--- src/hw/rtl/assert_macros.svh ---
// assertion macros shared by the light range unit
// no dependencies
`ifndef ASSERT_MACROS_SVH
`define ASSERT_MACROS_SVH

// implication checked every clock, off during reset
`define ASSERT_IMPLY(label, clk, rst_n, cond, expr, msg) \
    label: assert property (@(posedge clk) disable iff (!rst_n) (cond) |-> (expr)) \
        else $error(msg);

// next-cycle implication, off during reset
`define ASSERT_NEXT(label, clk, rst_n, cond, expr, msg) \
    label: assert property (@(posedge clk) disable iff (!rst_n) (cond) |=> (expr)) \
        else $error(msg);

`endif

--- src/hw/rtl/lar_pkg.sv ---
// types and constants of the light range unit
// no dependencies
`default_nettype none

package lar_pkg;

    // status codes
    localparam logic [1:0] ST_OK      = 2'd0;
    localparam logic [1:0] ST_NO_ROOT = 2'd1;
    localparam logic [1:0] ST_NEG     = 2'd2;

    // target width, right side width, polynomial accumulator width
    localparam int TW = 36;
    localparam int RW = TW + 32;
    localparam int PW = 100;

    // one item in the root search
    typedef struct packed {
        logic          done;
        logic [1:0]    status;
        logic [31:0]   cap;
        logic [31:0]   q;
        logic [31:0]   l;
        logic [RW-1:0] rhs;
        logic [31:0]   x;
        logic [63:0]   qx;
        logic [PW-1:0] p;
    } lar_stage_t;

endpackage

`default_nettype wire

--- src/hw/rtl/lar_root_stage.sv ---
// one bit of the root search, polynomial kept incrementally
// depends on lar_pkg
`default_nettype none

module lar_root_stage #(
    parameter int BIT = 31
) (
    input  wire logic              clk,
    input  wire logic              rst_n,
    input  wire logic              en,
    input  wire logic              in_valid,
    input  wire lar_pkg::lar_stage_t in_data,
    output logic                   out_valid,
    output lar_pkg::lar_stage_t    out_data
);

    logic [31:0]            tryx;
    logic [lar_pkg::PW-1:0] cand;
    logic                   take;
    lar_pkg::lar_stage_t    nxt;

    // p(x + 2^b) = p(x) + q*x*2^(b+1) + q*2^(2b) + l*2^(b+16)
    always_comb
    begin
        tryx = in_data.x | (32'd1 << BIT);
        cand = in_data.p
             + ({{(lar_pkg::PW-64){1'b0}}, in_data.qx} << (BIT + 1))
             + ({{(lar_pkg::PW-32){1'b0}}, in_data.q} << (2 * BIT))
             + ({{(lar_pkg::PW-32){1'b0}}, in_data.l} << (BIT + 16));
        take = !in_data.done && (tryx <= in_data.cap)
             && (cand <= {{(lar_pkg::PW-lar_pkg::RW){1'b0}}, in_data.rhs});
        nxt  = in_data;
        if (take)
        begin
            nxt.x  = tryx;
            nxt.p  = cand;
            nxt.qx = in_data.qx + ({32'b0, in_data.q} << BIT);
        end
    end

    always_ff @(posedge clk or negedge rst_n)
    begin
        if (!rst_n)
        begin
            out_valid <= 1'b0;
        end
        else if (en)
        begin
            out_valid <= in_valid;
        end
    end

    always_ff @(posedge clk)
    begin
        if (en)
        begin
            out_data <= nxt;
        end
    end

endmodule

`default_nettype wire

--- config.mk ---
export PLATFORM = sky130hd
export DESIGN_NAME = lar_root_stage
export DESIGN_NICKNAME = d
export VERILOG_FILES = /design/src/hw/rtl/assert_macros.svh /design/src/hw/rtl/lar_pkg.sv /design/src/hw/rtl/lar_root_stage.sv
export SDC_FILE = /design/constraint.sdc
export NUM_CORES = 1
export LEC_CHECK = 0
export BUFFER_PORTS_ARGS = -buffer_cell sky130_fd_sc_hd__buf_2
export CAP_MARGIN = 20
export CORE_AREA = 2 2 284 286
export DETAILED_ROUTE_END_ITERATION = 16
export DIE_AREA = 0 0 286 288
export MAX_ROUTING_LAYER = met4
export PLACE_DENSITY = 0.59
export SETUP_SLACK_MARGIN = 0.1
export SLEW_MARGIN = 10
export SYNTH_ARGS = -nofsm -noshare
export SYNTH_HDL_FRONTEND = slang
export SYNTH_SLANG_ARGS = --single-unit
--- constraint.sdc ---
create_clock -name clk -period 0.9 [get_ports clk]
set_input_delay 0.18 -clock clk [delete_from_list [all_inputs] [get_ports clk]]
set_output_delay 0.18 -clock clk [all_outputs]
set_load 0.02 [all_outputs]
After elaboration in Yosys (flattened, before gate mapping)
Index checks and enable logic that the tools add are counted.
- bits in registers: 364
- input bits: 367
- output and inout port bits: 364
- $add $sub $neg: 4
- order comparisons: 2
- multiplexer cells: 1
- reduce and logical (&&, ||, !) cells: 3
- operators by type and width (cell ; number):
    $mux W164 ; 1
    $add A100 B79 Y100 ; 1
    $add A100 B94 Y100 ; 1
    $add A100 B96 Y100 ; 1
    $le A100 B68 Y1 ; 1
    $add A64 B63 Y64 ; 1
    $le A32 B32 Y1 ; 1
    $logic_and A1 B1 Y1 ; 2
    $logic_not A1 Y1 ; 1

Depth between registers and ports, before layout
Gate-level depths: netlist of the first run.
- depth after elaboration: 6
- gate-level depth with buffers: 29
- mapped depth without buffers: 26

Worst setup path after synthesis of the first run
Ideal clock, no wire load.
- path kind: input port to flip-flop
- start point: in in_data[54] (netlist bit)
- end point: reg out_data[131] (netlist bit) (data pin)
- setup time: 0.262 ns
- arrival: 6.015 ns
- setup slack: -5.377 ns
- stages: 26
- path through: inv_1 fa_1 inv_1 ha_1 ha_1 nand2_1 or3_1 o31ai_1 a21oi_1 nor2_1 nor2_1 xnor2_1 ha_1 nand3_1 or3_1 or4_1 or4_1 nor2b_1 o31ai_1 nand4_1 nor4_1 nand4_1 nor4b_4 buf_6 buf_6 mux2_1
- RTL lines (item ; line ; source):
    start: declaration ; lar_root_stage.sv:12 ; input wire lar_pkg::lar_stage_t in_data,
    end signal: assignment ; lar_root_stage.sv:57 ; out_data <= nxt;
    end: declaration ; lar_root_stage.sv:14 ; output lar_pkg::lar_stage_t out_data

==> impl_metrics.csv, run 1 <==
group,metric,value,unit
run_status,status,"finished, violations left",
run_status,violations,"negative setup slack",
power_and_ir_drop,seqPwrFrac,0.288,
worst_setup_path,crit_path_end_kind,"flip-flop",
sta,final_hold_viol_count,0,
global_route,grt_pass1_wl,137,mm
worst_setup_path,crit_arrival,6350,ps
sta,min_period,6020,ps
placement,place.gp.congestion,0.932,
worst_setup_path,reg2reg_depth,1,
synthesis,ys_seq_area_frac,0.468,
worst_setup_path,crit_type,"input port to flip-flop",
cells_and_area,multi_input_area,12200,µm²
clock_network,clk_path_buf_depth,3,
worst_setup_path,worstSetupPathDepth,29,
cells_and_area,finalNetCount,4459,
sta,fin_skew,0,ps
sta,grt_setup_unrepaired,"true",
worst_setup_path,crit_slowest_cell,"or4_4",
cells_and_area,syn_to_final_growth,76.7,%
synthesis,syn-num-nets,2758,
drt,drt-total-wl,97.7,mm
power_and_ir_drop,p_switching,24.8,mW
power_and_ir_drop,p_comb_frac,0.462,
power_and_ir_drop,peakVddDrop,1.28,mV
clock_network,cts_buffers,43,
global_route,met3_usage,0.0367,
power_and_ir_drop,p_per_area,1750,nW/µm²
power_and_ir_drop,p_clk_frac,0.250,
cells_and_area,final_common_cell,"buf_4",
global_route,grt_pass1_vias,23434,
power_and_ir_drop,switching_share,0.343,
synthesis,ys_ff_latch,364,
synthesis,netlist-cell-type-count,79,
worst_setup_path,crit_top_cell,"nand4_1",
synthesis,ys_warn_count,0,
sta,setup_tns,-654100,ps
clock_network,cts_root_buffer,"clkbuf_16",
die,initial_utilization,0.293,
global_route,grt_overflow,0,
worst_setup_path,cp_max_fo,7,
run,maxCapViolCount,0,
worst_setup_path,cpPeakStageDelay,470,ps
worst_setup_path,r2r-end,"out_valid$_DFFE_PN0P_",
clock_network,h-tree-depth,2,
worst_setup_path,endpoint,"out_data[51]$_DFFE_PP_",
die,core,79600,µm²
cells_and_area,final-seq-area,10900,µm²
sta,fin_crit_sh,6.69,
clock_network,insertion_delay,570,ps
sta,worstMarginPinSlew,761,ps
drt,wl_per_cell,20.0,µm
cells_and_area,drive_above_1_share,0.435,
clock_network,cts_tree,"yes",
min_path,hold_class,"input port to flip-flop",
placement,dp_slack,-6010,ps
sta,relSlewSlack,0.480,
worst_setup_path,r2r_start,"out_valid$_DFFE_PN0P_",
sta,setup_viol,466,
power_and_ir_drop,p_leak,19.1,nW
global_route,grt_max_degree,31,
global_route,grt_util_met1,0.267,
synthesis,async_flop_share,0.00275,
synthesis,synth_area,23300,µm²
placement,dp_hpwl,73.7,mm
worst_setup_path,required,1230,ps
sta,fmax,166,MHz
synthesis,synth-edff-count,363,
clock_network,clkTransAtPathRegs,60,ps
clock_network,numClockSinks,364,
drt,vias_per_cell,4.70,
placement,port_buffers,730,
global_route,top_usage_layer,"met2",
worst_setup_path,cpLargestDelayFamily,"simple AND/OR/NAND/NOR gates",
worst_setup_path,crit_path_start_kind,"input port",
drt,first_iter_violations,1267,
die,die_h,288,µm
die,num_rows,104,
global_route,grt_use_met2,0.390,
cells_and_area,fillers,6829,
die,ios,731,
synthesis,avgSynthCellArea,11.3,µm²
drt,ant_nets,0,
sta,hold_ws,10.8,ps
cells_and_area,layout_common_cells,"buf_4, buf_2, edfxtp_1, dlygate4sd3_1, inv_1",
drt,drc,0,
drt,dr.pass1.iters,8,
synthesis,synthCells,2066,
sta,setup_ws,-5120,ps
worst_setup_path,cp_num_buf_inv,4,
worst_setup_path,rrSetupSlack,110,ps
sta,slew_viol_final,0,
synthesis,synth_flop_cell,"edfxtp_1",
die,fp.dieW,286,µm
global_route,antenna_found_initial,22,
clock_network,cts_hold_buffers,323,
die,dieArea,82400,µm²
global_route,grt_usage,0.225,
worst_setup_path,cp-startpoint,"in_data[41]",
drt,vias,22938,
power_and_ir_drop,p_int,47.4,mW
-- timing repair --
item	CTS	global route
endpoints found under the hold margin	333	3
pin swaps	31	15
setup endpoints to repair	466	467
buffers inserted	15	10
resized for setup	385	396
gates cloned	4	4
-- worst min-delay path by stage --
stage,start,end,slack (ps),depth (start not counted)
after detailed placement,rst_n,out_valid$_DFFE_PN0P_,-40,1
after global placement,rst_n,out_valid$_DFFE_PN0P_,-40,1
after global routing,in_data[66],out_data[66]$_DFFE_PP_,-8,3
after floorplan,rst_n,out_valid$_DFFE_PN0P_,-120,0
after CTS,in_data[57],out_data[57]$_DFFE_PP_,-40,3
final,in_data[54],out_data[54]$_DFFE_PP_,10,3
-- flip-flops by register name (all words and copies together) (netlist names) --
register and count:
out_data 363, out_valid 1
-- layout make-up --
| class | count | share of cell area |
|---|---|---|
| Antenna cell | 18 | 0.00109 |
| Clock buffer | 51 | 0.0271 |
| Clock inverter | 27 | 0.00750 |
| Inverter | 320 | 0.0294 |
| Multi-Input combinational cell | 1336 | 0.296 |
| Sequential cell | 364 | 0.265 |
| Tap cell | 1060 | 0.0322 |
| Timing Repair Buffer | 1702 | 0.342 |
-- per-layer routing --
layer	up-vias	share of wire
li1	10920	-
met1	11008	0.40
met2	809	0.50
met3	201	0.057
met4	0	0.036
met5	-	0
-- stage by stage --
step | total power, mW | cell area (µm²) | instances | util
finish | 72.2 | 41200 | 4878 | 0.518
global route | 76.2 | 41200 | 4877 | 0.518
CTS | 71.1 | 39700 | 4849 | 0.499
detailed placement | 50.5 | 33500 | 4429 | 0.420
global placement | 50.4 | 33500 | 4429 | 0.420
floorplan | 35.5 | 23900 | 2066 | -
-- synth_stat cells (all sizes together) (11+ instances only) --
master / count / area (µm²)
a21o: 49 / 368
nor3: 23 / 115
o21ai: 82 / 414
nand2: 103 / 387
nor2b: 28 / 175
nand4: 53 / 332
a21oi: 152 / 761
buf: 20 / 145
o31ai: 16 / 120
edfxtp: 363 / 10900
clkbuf: 26 / 98.8
a211oi: 18 / 140
fa: 66 / 1320
ha: 259 / 3240
nor2: 114 / 428
xnor2: 35 / 307
mux2: 58 / 653
o211ai: 12 / 90.1
xor2: 32 / 280
mux2i: 17 / 170
nand2b: 11 / 68.8
a2111oi: 13 / 120
inv: 320 / 1200
nand3: 32 / 160
o21a: 24 / 180
or3: 14 / 87.6
a31oi: 12 / 90.1
-- kinds of logic (layout without fill, tap and decap cells) --
| logic type | after synthesis | after routing | share of synthesized area |
|---|---|---|---|
| other | 0 | 18 | 0 |
| adders and majority gates | 325 | 325 | 0.196 |
| DFF | 364 | 364 | 0.468 |
| xor gates and xnor gates | 67 | 67 | 0.0252 |
| AOI/OAI and AO/OA | 436 | 436 | 0.121 |
| buffers and inverters | 366 | 2100 | 0.0619 |
| muxes | 75 | 75 | 0.0353 |
| and+or+nand+nor | 433 | 433 | 0.0932 |
-- power groups by stage --
| stage | Combinational, mW | Sequential (mW) | Clock (mW) |
|---|---|---|---|
| 6_report | 33.4 | 20.8 | 18.0 |
| 5_1_grt | 36.3 | 20.9 | 19.0 |
| 4_1_cts | 32.2 | 20.6 | 18.3 |
| 3_5_place_dp | 29.7 | 20.8 | 0 |
| 3_3_place_gp | 29.6 | 20.8 | 0 |
| 2_1_floorplan | 12.9 | 22.6 | 0 |
Power figures use the tool's default switching activity.
==> run 2, diff against run 1 <==
--- a/config.mk
+++ b/config.mk
@@ -5,9 +5,10 @@
 export SDC_FILE = /design/constraint.sdc
 export NUM_CORES = 1
 export LEC_CHECK = 0
-export BUFFER_PORTS_ARGS = -buffer_cell sky130_fd_sc_hd__buf_2
+export BUFFER_PORTS_ARGS = -buffer_cell sky130_fd_sc_hd__buf_4
 export CAP_MARGIN = 20
 export CORE_AREA = 2 2 284 286
+export CTS_CLUSTER_DIAMETER = 80
 export DETAILED_ROUTE_END_ITERATION = 16
 export DIE_AREA = 0 0 286 288
 export MAX_ROUTING_LAYER = met4
==> constraint.sdc (replaced) <==
create_clock -name clk -period 0.9 [get_ports clk]
set_input_delay 0.135 -clock clk [delete_from_list [all_inputs] [get_ports clk]]
set_output_delay 0.135 -clock clk [all_outputs]
set_load 0.02 [all_outputs]
==> impl_metrics.csv, run 2 (synthesized netlist as in run 1, its figures left out) <==
group,metric,value,unit
cells_and_area,final_cell_count_no_fill,4874,
drt,first_iter_violations,1033,
placement,dp.cells,4421,
clock_network,cts_tree,"yes",
clock_network,numClockSinks,364,
drt,wl_per_cell,19.6,µm
worst_setup_path,crit_slowest_cell,"fa_1",
sta,setup_viol,466,
worst_setup_path,crit_path_end_kind,"flip-flop",
worst_setup_path,cpPeakStageDelay,560,ps
die,num_rows,104,
cells_and_area,fin_util,0.537,
placement,place.gp.congestion,0.899,
cells_and_area,finalNetCount,4463,
cells_and_area,syn_to_final_growth,83.1,%
cells_and_area,layout_common_cells,"buf_4, buf_6, edfxtp_1, dlygate4sd3_1, inv_1",
worst_setup_path,crit_path_start_kind,"input port",
clock_network,h-tree-depth,2,
drt,dr.pass1.iters,5,
power_and_ir_drop,peakVddDrop,1.04,mV
sta,fin_crit_sh,6.57,
sta,final_hold_viol_count,15,
cells_and_area,fillers,6853,
sta,slew_viol_final,0,
sta,fin_skew,0,ps
die,initial_utilization,0.293,
global_route,grt_max_degree,25,
placement,dp_hpwl,74.9,mm
worst_setup_path,crit_type,"input port to flip-flop",
worst_setup_path,rrSetupSlack,110,ps
drt,drt-total-wl,95.5,mm
power_and_ir_drop,power,72.6,mW
clock_network,cts_hold_buffers,332,
die,die_h,288,µm
cells_and_area,largest_register,"out_data",
cells_and_area,drive_above_1_share,0.437,
clock_network,clk_path_buf_depth,3,
sta,fmax,169,MHz
run,maxCapViolCount,0,
worst_setup_path,required,1230,ps
cells_and_area,reg_top3,"out_data x363, out_valid x1",
cells_and_area,largest_reg_flops,363,
sta,grt_setup_unrepaired,"true",
drt,vias,22464,
worst_setup_path,cp_num_buf_inv,7,
cells_and_area,multi_input_area,12300,µm²
clock_network,insertion_delay,570,ps
sta,hold_ws,-47.8,ps
global_route,grt_overflow,0,
drt,ant_nets,0,
min_path,hold_class,"input port to flip-flop",
power_and_ir_drop,p_leak,19.6,nW
die,fp.dieW,286,µm
global_route,grt_pass1_vias,23520,
power_and_ir_drop,p_per_area,1700,nW/µm²
cells_and_area,final-seq-area,10900,µm²
clock_network,cts_buffers,44,
cells_and_area,final_common_cell,"buf_4",
drt,vias_per_cell,4.61,
worst_setup_path,crit_top_cell,"nand4_1",
sta,setup_ws,-5020,ps
run_status,status,"finished, violations left",
die,dieArea,82400,µm²
die,ios,731,
sta,min_period,5920,ps
sta,worstMarginPinSlew,839,ps
global_route,antenna_found_initial,9,
global_route,grt_pass1_wl,139,mm
worst_setup_path,cpLargestDelayFamily,"simple AND/OR/NAND/NOR gates",
drt,drc,0,
clock_network,cts_root_buffer,"clkbuf_16",
global_route,grt_usage,0.229,
worst_setup_path,cp_max_fo,5,
worst_setup_path,crit_arrival,6240,ps
run_status,violations,"negative hold slack, negative setup slack",
sta,relSlewSlack,0.437,
placement,port_buffers,730,
die,core,79600,µm²
clock_network,clkTransAtPathRegs,60,ps
run 2: cell count changes in the layout (fill, tap and decap cells not counted), sizes merged:
cell / change
dlygate4sd3: +9
inv: +1
clkbuf: -3
diode: -9
bufinv: -1
clkinv: +1
clkinvlp: -1
buf: -1
run 2: path summary, 6_finish.rpt:
check | from | to | cells after the start
min in group asynchronous | rst_n | out_valid$_DFFE_PN0P_ | 3
hold reg to reg | out_valid$_DFFE_PN0P_ | out_valid$_DFFE_PN0P_ | 1
max in group asynchronous | rst_n | out_valid$_DFFE_PN0P_ | 3
setup / recovery | in_data[58] | out_data[42]$_DFFE_PP_ | 29
setup reg to reg | out_valid$_DFFE_PN0P_ | out_valid$_DFFE_PN0P_ | 1
hold / removal | in_data[51] | out_data[51]$_DFFE_PP_ | 3
run 2: repair_timing:
action,4_1_cts,5_1_grt
setup endpoints to repair,466,467
gates cloned,7,0
pin swaps,34,12
setup buffers,22,7
hold endpoints to repair,359,23
resized for setup,476,82
run 2: report_power, final:
part,leakage [nW],switching (mW),internal (mW)
clock network,0.678,7.55,10.2
registers,3.56,0.669,20.2
logic,15.3,16.4,17.6
total,19.6,24.6,48.0
run 2: cell type report:
class,instances,area share
diodes,9,0.000527
flip-flops and latches,364,0.256
repair buffers,1705,0.364
clock buffers,53,0.0266
inverters,320,0.0283
clock inverters,27,0.00656
multi-input cells,1336,0.287
well taps,1060,0.0310
run 2: metrics by stage:
step | worst slack, ps | TNS [ps] | hold WS, ps | instance area (µm²)
finish | -5020 | -626630 | -47.8 | 42700
global route | -5180 | -661990 | -70.0 | 42700
CTS | -5000 | -639680 | -91.2 | 42400
detailed placement | -6020 | -631510 | -87.8 | 35300
global placement | -5910 | -620450 | -88.9 | 35300
floorplan | -5020 | -500870 | -161 | 23900
run 2: metal layers:
layer	GRT usage	routed length, µm	share of wire
met1	0.262	38700	0.41
met2	0.391	47400	0.50
met3	0.0529	5960	0.062
met4	0.0848	3370	0.035
met5	-	0	0
